### src/rtl/ppw_pkg.sv
`timescale 1ns / 1ps
// ----------------------------------------------------------------------------
// ppw_pkg
// shared types and codes of the path point warp block
// ----------------------------------------------------------------------------
package ppw_pkg;

  localparam logic OP_LOAD = 1'b0;
  localparam logic OP_MAP  = 1'b1;

  localparam int PTS_W  = 9;
  localparam int PT_W   = 96;
  localparam int ROOT_W = 33;
  localparam int RAD_W  = 66;
  localparam int FRAC_W = 30;
  localparam int NUM_W  = 34;

  typedef struct packed {
    logic               operation;
    logic        [7:0]  point_index;
    logic signed [31:0] pos_x;
    logic signed [31:0] pos_y;
    logic signed [31:0] pos_z;
    logic signed [31:0] dir_x;
    logic signed [31:0] dir_y;
    logic signed [31:0] dir_z;
    logic signed [31:0] glyph_x;
    logic signed [31:0] glyph_y;
    logic signed [31:0] shift_x;
    logic signed [31:0] shift_y;
  } in_t;

  typedef struct packed {
    logic signed [31:0] out_x;
    logic signed [31:0] out_y;
    logic signed [31:0] out_z;
    logic               off_path;
  } out_t;

endpackage

### src/rtl/ppw_sqrt.sv
`timescale 1ns / 1ps
// ----------------------------------------------------------------------------
// ppw_sqrt
// digit-by-digit integer square root, one bit pair per cycle
// ----------------------------------------------------------------------------
module ppw_sqrt (
  input  logic                          clk,
  input  logic                          rst,
  input  logic                          start,
  input  logic [ppw_pkg::RAD_W-1:0]     radicand,
  output logic                          done,
  output logic [ppw_pkg::ROOT_W-1:0]    root
);

  localparam int STEPS = ppw_pkg::RAD_W / 2;

  logic [ppw_pkg::RAD_W-1:0] val;
  logic [36:0]               rem;
  logic [33:0]               rt;
  logic [5:0]                cnt;
  logic                      busy;
  logic [36:0]               rem_s;
  logic [36:0]               trial;

  assign rem_s = {rem[34:0], val[ppw_pkg::RAD_W-1 -: 2]};
  assign trial = {1'b0, rt, 2'b01};
  assign root  = rt[ppw_pkg::ROOT_W-1:0];

  always_ff @(posedge clk) begin
    if (rst) begin
      busy <= 1'b0;
      done <= 1'b0;
      cnt  <= '0;
    end else begin
      done <= 1'b0;
      if (start) begin
        busy <= 1'b1;
        cnt  <= 6'(STEPS);
        val  <= radicand;
        rem  <= '0;
        rt   <= '0;
      end else if (busy) begin
        val <= val << 2;
        if (rem_s >= trial) begin
          rem <= rem_s - trial;
          rt  <= {rt[32:0], 1'b1};
        end else begin
          rem <= rem_s;
          rt  <= {rt[32:0], 1'b0};
        end
        cnt <= cnt - 6'd1;
        if (cnt == 6'd1) begin
          busy <= 1'b0;
          done <= 1'b1;
        end
      end
    end
  end

  assert property (@(posedge clk) disable iff (rst) done |-> !busy)
    else $error("sqrt done while busy");
  assert property (@(posedge clk) disable iff (rst) start |=> busy)
    else $error("sqrt did not start");
  assert property (@(posedge clk) disable iff (rst) busy |-> cnt != 6'd0)
    else $error("sqrt count underflow");

endmodule

### config.mk
export PLATFORM = sky130hd
export DESIGN_NAME = ppw_sqrt
export DESIGN_NICKNAME = d
export VERILOG_FILES = /design/src/rtl/ppw_pkg.sv /design/src/rtl/ppw_sqrt.sv
export SDC_FILE = /design/constraint.sdc
export NUM_CORES = 1
export LEC_CHECK = 0
export BUFFER_PORTS_ARGS = -buffer_cell sky130_fd_sc_hd__buf_2
export CAP_MARGIN = 15
export CORE_ASPECT_RATIO = 0.7
export CORE_MARGIN = 1.5
export CORE_UTILIZATION = 50
export CTS_BUF_LIST = sky130_fd_sc_hd__clkbuf_4 sky130_fd_sc_hd__clkbuf_8 sky130_fd_sc_hd__clkbuf_16
export DETAILED_ROUTE_END_ITERATION = 10
export PLACE_DENSITY = 0.7
export SLEW_MARGIN = 20
export SYNTH_ARGS = -nofsm -noshare
export SYNTH_HDL_FRONTEND = slang
export SYNTH_SLANG_ARGS = --single-unit
export TNS_END_PERCENT = 100
### constraint.sdc
create_clock -name clk -period 26.1 [get_ports clk]
set_clock_uncertainty 0.05 [all_clocks]
set_input_delay 6.525 -clock clk [delete_from_list [all_inputs] [get_ports clk]]
set_output_delay 6.525 -clock clk [all_outputs]
set_load 0.02 [all_outputs]
==> flow_metrics.py <==
metrics = {
    "clocking": {
        "cts_sinks": 143,
        "path_clk_slew_ns": 0.06,
        "cts_buffer_depth": 2,
        "cts_repair_resize_count": 0,
        "root_buffer": "clkbuf_16",
        "h-tree-depth": 4,
        "cts_setup_buffers": 0,
        "postCtsHoldBufs": 0,
        "cts_tree": "built",
        "numCtsBuffers": 17,
        "clock_latency_ns": 0.42,
    },
    "drt": {
        "first_iter_violations": 418,
        "wire_per_inst_um": 16.1,
        "vias": 5566,
        "route.detailed.drc": 0,
        "drt-total-wl_um": 16500,
        "antenna_left": 0,
        "dr.pass1.iters": 5,
        "via_per_inst": 5.44,
    },
    "synth": {
        "synth_area_sq_um": 8270,
        "netlist-cell-type-count": 61,
        "ys_seq_elements": 143,
        "syn_avg_cell_area_sq_um": 11.5,
        "yosys_warnings": 0,
        "synth-edff-count": 135,
        "ys.flop_type": "edfxtp_1",
        "async_flop_share_pct": 0,
        "syn_nets": 829,
        "synth_cells": 722,
        "yosysSeqAreaShare_pct": 51.0,
    },
    "die": {
        "core_sq_um": 16200,
        "die-area_sq_um": 17300,
        "io_pins": 103,
        "start_util_pct": 50.9,
        "fp.dieH_um": 111,
        "num_rows": 39,
        "fp.dieW_um": 157,
    },
    "sta": {
        "finalSetupTns_ns": 0,
        "max_freq_ghz": 0.114,
        "fin_crit_ns": 8.76,
        "max_slew_margin_pct": 36.9,
        "final.period_utilization_pct": 33.6,
        "max_slew.worst_pin.slew_ns": 0.947,
        "holdWs_ns": 0.493,
        "hold_viol_final": 0,
        "setup_viol": 0,
        "finalMaxSlewViolations": 0,
        "grt_setup_unrepaired": "no",
    },
    "placement": {
        "portBuffers": 102,
        "dp.cells": 992,
        "gp_congestion": 0.896,
        "post_dp_cell_area_sq_um": 8680,
        "dp_hpwl_um": 11600,
    },
    "outcome": {
        "status": "finished, final reports clean",
    },
    "finish": {
        "fin_util_pct": 56.9,
        "stdcell_area_sq_um": 9250,
        "nFillCells": 1373,
        "final_common_cell": "edfxtp_1",
        "layout-drive-gt1-share_pct": 26.7,
        "final_cell_mix": "edfxtp_1, buf_2, nor2_1",
        "antenna_cells": 0,
        "syn2layout_area_growth_pct": 11.9,
        "final_nets": 893,
        "stdcell_count": 1024,
    },
    "global_route": {
        "antenna_found_initial": 0,
        "grt_max_degree": 87,
        "grt_pass1_vias": 5395,
        "grtUsageTotal_pct": 19.6,
        "grt_pass1_wl_um": 26900,
        "overflow": 0,
    },
    "critical_path": {
        "worstPathArrival_ns": 8.75,
        "endpoint_kind": "flop",
        "start_kind": "primary input",
        "path_class": "in -> reg",
        "ff2ff_setup_slack_ns": 21.81,
        "cp_max_fo": 73,
        "crit_required_ns": 26.09,
        "rr_worst_depth": 12,
    },
    "hold_path": {
        "holdPathStages": 2,
        "hold_path_class": "reg -> reg",
    },
    "run": {
        "max-cap-violations": 0,
    },
    "pwr": {
        "worst_ir_drop_vdd_v": 0.0000425,
        "p_leak_nw": 3.72,
        "powerDensity_nw_per_um2": 72.2,
    },
}
-- critical path, stage by stage --
cell and delay (ns):
buf_4 0.52, nor2_1 0.15, nor2_4 0.65, buf_4 0.83
-- cells in the mapped netlist (all sizes together), types with 9 or more instances --
cell,n,share of area [%]
edfxtp,135,49
nor2,95,4.4
mux2,65,8.9
buf,47,4.5
inv,47,2.1
a21oi,39,2.4
ha,38,5.8
nand2,31,1.4
mux2i,28,3.4
xnor2,24,2.5
o21ai,18,1.1
a21o,14,1.3
clkbuf,14,0.64
xor2,12,1.3
nor2b,9,0.68
o21a,9,0.82
-- logic make-up after synthesis --
kind of cell,Yosys count,share of synthesized area [%]
simple gates,182,10.1
flops,143,51.0
compound gates,122,9.93
buf+inv,108,7.23
mux,93,12.2
fa+ha+maj,38,5.75
xor+xnor,36,3.81
-- metal layers --
layer,vias to the layer above,wire [um],global-route usage (%)
li1,2700,-,-
met2,153,7400,29.4
met5,-,0,0
met3,11,852,3.65
met4,0,140,5.65
met1,2702,8100,29.1
-- stage by stage --
stage / total power, mW / setup slack [ns]
2_1_floorplan: 0.411 / 12.63
3_3_place_gp: 0.432 / 16.91
3_5_place_dp: 0.438 / 16.85
4_1_cts: 0.671 / 17.28
5_1_grt: 0.699 / 17.08
6_report: 0.668 / 17.34
-- registers in the layout, indices dropped and copies added, names as in the netlist --
signal  cells
val        66
busy        1
rem        35
done        1
cnt         6
rt         34
-- final timing paths --
check / start / end
hold / removal: cnt[1] / cnt[1]
setup reg to reg: rt[0] / rem[12]
setup / recovery: start / rem[22]
hold reg to reg: cnt[1] / cnt[1]
-- layout make-up --
cell class | instances | area [sq um] | area share (%)
clock buffers | 17 | 425 | 4.60
clock inverters | 15 | 145 | 1.57
inverters | 47 | 176 | 1.91
multi-input cells | 471 | 3460 | 37.4
flip-flops and latches | 143 | 4210 | 45.6
well taps | 225 | 282 | 3.04
repair buffers | 106 | 543 | 5.87
-- where the power goes --
part,total (mW),internal (mW),switching [mW]
Sequential,0.283,0.275,0.00811
Combinational,0.151,0.0643,0.0870
Clock,0.233,0.126,0.107
Total,0.668,0.466,0.202
Note: power is estimated with default switching activity, not from simulation.
