<file path="src/rtl/ppw_pkg.sv">
`timescale 1ns / 1ps
// ----------------------------------------------------------------------------
// ppw_pkg
// shared types and codes of the path point warp block
// ----------------------------------------------------------------------------
package ppw_pkg;

  localparam logic OP_LOAD = 1'b0;
  localparam logic OP_MAP  = 1'b1;

  localparam int PTS_W  = 9;
  localparam int PT_W   = 96;
  localparam int ROOT_W = 33;
  localparam int RAD_W  = 66;
  localparam int FRAC_W = 30;
  localparam int NUM_W  = 34;

  typedef struct packed {
    logic               operation;
    logic        [7:0]  point_index;
    logic signed [31:0] pos_x;
    logic signed [31:0] pos_y;
    logic signed [31:0] pos_z;
    logic signed [31:0] dir_x;
    logic signed [31:0] dir_y;
    logic signed [31:0] dir_z;
    logic signed [31:0] glyph_x;
    logic signed [31:0] glyph_y;
    logic signed [31:0] shift_x;
    logic signed [31:0] shift_y;
  } in_t;

  typedef struct packed {
    logic signed [31:0] out_x;
    logic signed [31:0] out_y;
    logic signed [31:0] out_z;
    logic               off_path;
  } out_t;

endpackage

</file>
<file path="src/rtl/ppw_div.sv">
`timescale 1ns / 1ps
// ----------------------------------------------------------------------------
// ppw_div
// restoring divider for the segment fraction, one quotient bit per cycle
// ----------------------------------------------------------------------------
module ppw_div (
  input  logic                        clk,
  input  logic                        rst,
  input  logic                        start,
  input  logic [ppw_pkg::NUM_W-1:0]   num,
  input  logic [ppw_pkg::ROOT_W-1:0]  den,
  output logic                        done,
  output logic [ppw_pkg::FRAC_W-1:0]  quot
);

  logic [34:0]                r;
  logic [ppw_pkg::ROOT_W-1:0] d;
  logic [4:0]                 cnt;
  logic                       busy;
  logic [35:0]                r2;

  assign r2 = {r, 1'b0};

  always_ff @(posedge clk) begin
    if (rst) begin
      busy <= 1'b0;
      done <= 1'b0;
      cnt  <= '0;
    end else begin
      done <= 1'b0;
      if (start) begin
        busy <= 1'b1;
        cnt  <= 5'(ppw_pkg::FRAC_W);
        r    <= 35'(num);
        d    <= den;
        quot <= '0;
      end else if (busy) begin
        if (r2 >= 36'(d)) begin
          r    <= 35'(r2 - 36'(d));
          quot <= {quot[ppw_pkg::FRAC_W-2:0], 1'b1};
        end else begin
          r    <= 35'(r2);
          quot <= {quot[ppw_pkg::FRAC_W-2:0], 1'b0};
        end
        cnt <= cnt - 5'd1;
        if (cnt == 5'd1) begin
          busy <= 1'b0;
          done <= 1'b1;
        end
      end
    end
  end

  assert property (@(posedge clk) disable iff (rst) done |-> !busy)
    else $error("divider done while busy");
  assert property (@(posedge clk) disable iff (rst) start |=> busy)
    else $error("divider did not start");
  assert property (@(posedge clk) disable iff (rst) busy |-> cnt != 5'd0)
    else $error("divider count underflow");

endmodule

</file>
<file path="config.mk">
export PLATFORM = sky130hd
export DESIGN_NAME = ppw_div
export DESIGN_NICKNAME = d
export VERILOG_FILES = /design/src/rtl/ppw_pkg.sv /design/src/rtl/ppw_div.sv
export SDC_FILE = /design/constraint.sdc
export NUM_CORES = 1
export LEC_CHECK = 0
export BUFFER_PORTS_ARGS = -buffer_cell sky130_fd_sc_hd__buf_2
export CAP_MARGIN = 20
export CELL_PAD_IN_SITES_DETAIL_PLACEMENT = 0
export CELL_PAD_IN_SITES_GLOBAL_PLACEMENT = 1
export CORE_AREA = 2 2 144 118
export CTS_CLUSTER_SIZE = 10
export DETAILED_ROUTE_END_ITERATION = 10
export DIE_AREA = 0 0 146 120
export PLACE_DENSITY_LB_ADDON = 0.08
export SYNTH_ARGS = -nofsm -noshare
export SYNTH_HDL_FRONTEND = slang
export SYNTH_SLANG_ARGS = --single-unit
</file>
<file path="constraint.sdc">
create_clock -name clk -period 5.5 [get_ports clk]
set_clock_uncertainty 0.1 [all_clocks]
set_input_delay 1.375 -clock clk [delete_from_list [all_inputs] [get_ports clk]]
set_output_delay 1.375 -clock clk [all_outputs]
set_load 0.005 [all_outputs]
</file>
==> impl_summary.md <==
Status
The flow ran to the end, and the final reports show no timing, DRC or antenna violations.

Timing
The final number of setup-violating endpoints is 0. The transition time of the tightest slew-check pin is 0.671 ns. The shortest clock period the worst path allows after layout is 3.88 ns. The hold violation count in the final report came to 0. The final period utilization is 0.706. Setup repair after global routing left no endpoint under its margin.

The worst slack on hold paths is 0.467 ns. The highest attainable clock frequency is 257 MHz. The worst slew margin relative to its limit is 0.551. The final number of max-transition violations is 0. The final setup TNS is 0 ns.

Critical path
The data required time at the worst endpoint is 5.48 ns. The worst register-to-register path ends at r[18]. The slack of the worst reg-to-reg path is 1.62 ns. In this run the worst path has a maximum fanout of 40. The critical path's largest stage delay is 0.59 ns. The critical path runs through a total of 10 cells.

The highest-delay cell along the critical path is o21ai_4. The kind of end point of the critical path is a register. The arrival time of data at the critical path endpoint is 3.87 ns. The type of the worst setup path is register to register. The critical path ends at r[18]. Traced cell by cell, the critical path runs through fa_1 -> a21o_1 -> a221oi_2 -> o211a_1 -> o2111ai_1 -> o21ai_4 -> buf_4 -> nor2_1 -> a211oi_1 -> a21oi_1.

Among cell families on the critical path, the largest total delay comes from compound AO/OA/AOI/OAI gates. Measured in cells, the most critical reg-to-reg path has a length of 10. The source of the critical timing path is r[0]. In this run the critical register-to-register path is launched from r[0]. The kind of start point of the critical path is a register. The number of buffers and inverters on the critical path is 1.

Synthesis
The cell count after synthesis came out at 615. The share of flip-flops with an asynchronous set or reset after synthesis is 0. Yosys mapped a number of flops with a built-in enable equal to 98. The number of unique standard cell types used by synthesis is 62.

The part of the Yosys area used for sequential elements is 0.488. The number of nets handed over by synthesis was 721. The largest area contributor in the netlist is edfxtp_1. By area the synthesized netlist is led by edfxtp_1 (47%), ha_1 (6.9%), a21oi_1 (4.9%). Of the post-synthesis cell area, the dominant cell type holds 0.466.

Summing every instance area after synthesis gives 6320 sq um. The count of state elements after synthesis is 105. Dividing the synthesized area by the synthesized cell count gives 10.3 sq um. The most instantiated flip-flop cell in the synthesis netlist is edfxtp_1. During synthesis, Yosys emitted a total of 0 warnings.

Run
Across the run, the number of max-cap violations was 0.

CTS
The clock latency on the worst-skew pair is 0.36 ns. The number of gates resized after CTS was 0. The clock net in this run drives a total of 105 sinks. The number of setup buffers added after CTS is 0. The number of hold buffers added after cts is 0. The number of CTS-inserted buffers is 9. The TritonCTS clock tree is done. The clock tree root driver cell is clkbuf_16. After clock tree synthesis, the clock-pin slew on the worst setup and hold paths is 0.07 ns. The maximum count of clock buffers along a single path is 2. The H-tree was split into 3 levels.

Power
Across the VDD grid, the largest voltage drop is 0.000171 V. The cell internal power dissipation is 1.57 mW. The proportion of total power due to net switching is 0.308. The total chip power is 2.27 mW.

In this run the power density over the cells is 310 nW/um^2. The share of total power dissipated in sequential elements is 0.434. The leakage dissipation is 3.06 nW. The proportion of power drawn by the clock network is 0.304. The switching power is 0.701 mW.

The share of total power in combinational logic is 0.262.

Detailed routing
In this run, the number of DRC markers left after iteration 0 of detailed routing was 252. In the routed design, unresolved DRC markers number 0. The post-detailed-route count of antenna-violating nets is 0. The detailed router placed 4769 vias in this run. After detailed routing, the average wire length per cell comes to 16.2 microns. The final wirelength is 15000 microns.

The number of search-and-repair iterations in the first detailed-routing pass is 4. The mean number of vias per cell is 5.16.

Layout
The finished layout holds 925 standard cells, fillers aside. The number of fill cells is 1641. The number of antenna diodes in the final layout is 0. For this run, the share of the core covered by cells in the final layout is 0.454. Compared with the post-synthesis result, the final layout area differs by 16.2%. The footprint of the flip-flops and latches is 3080 sq um. The number of nets in the finished design is 806. The fraction of final layout cells with drive strength greater than 1 is 0.189.

The area of the multi-input gates is 2910 sq um.

Floorplan
The initialized floorplan defines 42 standard-cell rows. The I/O pin total is 101. The die covers 17500 sq um. The initial utilization of the core area, before any placement, comes to 0.390.

The total area inside the core boundary comes to 16200 sq um. In this run the horizontal extent of the chip is 146 microns. The die is 120 microns tall.

Global routing
The initial antenna violation count is 1. Entering global routing, the biggest net connects 63 pins. The remaining global-route overflow is 0. The first global-routing pass estimated 24500 microns of wire. Across every metal layer, demand over resource in global routing totals 0.178. The number of global-route vias before repair was 4829.

Hold path
The worst min-delay path category is register to register.

Place
Including well taps, the total number of placed cells is 908. Once detailed placement completed, the half-perimeter wirelength came to 10800 microns. Port buffering added 100 buffers. Routability-driven placement finished with a final weighted congestion of 0.829.
[synthesized netlist by cell type (12+ instances only)]
cell and n:
a211oi_1 16, edfxtp_1 98, nand2_1 35, o21a_1 12
clkbuf_1 18, ha_1 35, o21ai_0 29, a21oi_1 62
nor2b_1 33, xor2_1 15, a21o_1 21, inv_1 51
xnor2_1 14, nor2_1 38
[metrics by stage]
stage	area [sq um]	setup slack (ns)
finish	7340	1.62
global route	7340	1.30
floorplan	6320	0.201
global placement	7000	1.70
detailed placement	7000	1.62
CTS	7310	1.59
[cell usage in the layout, fill, tap and decap left out, types with 7 or more instances in the layout]
| cell | n |
|---|---|
| a211oi_1 | 16 |
| nor3_1 | 11 |
| xnor2_1 | 14 |
| xor2_1 | 15 |
| ha_1 | 35 |
| dfxtp_1 | 7 |
| o21a_1 | 12 |
| buf_2 | 100 |
| a21oi_1 | 62 |
| inv_1 | 51 |
| nand2_1 | 35 |
| a21o_1 | 21 |
| clkbuf_16 | 9 |
| nor2b_1 | 33 |
| and3_1 | 7 |
| o21ai_0 | 29 |
| edfxtp_1 | 98 |
| nand4_1 | 8 |
| nor2_1 | 36 |
[sequential cells by signal (all words and copies together) (netlist names)]
signal	flops
r	35
busy	1
cnt	5
quot	30
d	33
done	1
[cell families after synthesis]
| logic type | after synthesis | synth area share |
|---|---|---|
| compound gates | 181 | 0.188 |
| flops | 105 | 0.488 |
| fa+ha+maj | 36 | 0.0725 |
| xor+xnor | 29 | 0.0402 |
| mux | 6 | 0.00951 |
| buf+inv | 84 | 0.0555 |
| simple gates | 174 | 0.146 |
[worst min path at each step]
| stage | from | to | slack [ns] | depth (start not counted) |
|---|---|---|---|---|
| final | quot[12] | quot[13] | 0.47 | 1 |
| after detailed placement | quot[14] | quot[15] | 0.44 | 1 |
| after CTS | quot[12] | quot[13] | 0.47 | 1 |
| after global routing | busy | done | 0.50 | 1 |
| after floorplan | busy | done | 0.43 | 1 |
| after global placement | quot[25] | quot[26] | 0.44 | 1 |
[final cells by class]
class | count | area share
well taps | 220 | 0.0375
repair buffers | 106 | 0.0770
clock inverters | 6 | 0.0114
flip-flops and latches | 105 | 0.420
clock buffers | 10 | 0.0312
inverters | 52 | 0.0266
multi-input cells | 426 | 0.396
[power by group through the flow]
stage                     combinational, mW  clock, mW  sequential (mW)
after floorplan                       0.449          0            0.999
after global placement                0.589          0             1.00
after detailed placement              0.594          0             1.00
after CTS                             0.597      0.717            0.987
after global routing                  0.673      0.741            0.994
final                                 0.597      0.691            0.986
[routing by layer]
layer / vias up / wire (microns) / global-route usage
li1: 2414 / - / -
met1: 2240 / 7570 / 0.246
met2: 99 / 6430 / 0.272
met3: 14 / 815 / 0.0532
met5: - / 13 / 0
met4: 2 / 157 / 0.0485
(Power assumes the default switching activity.)
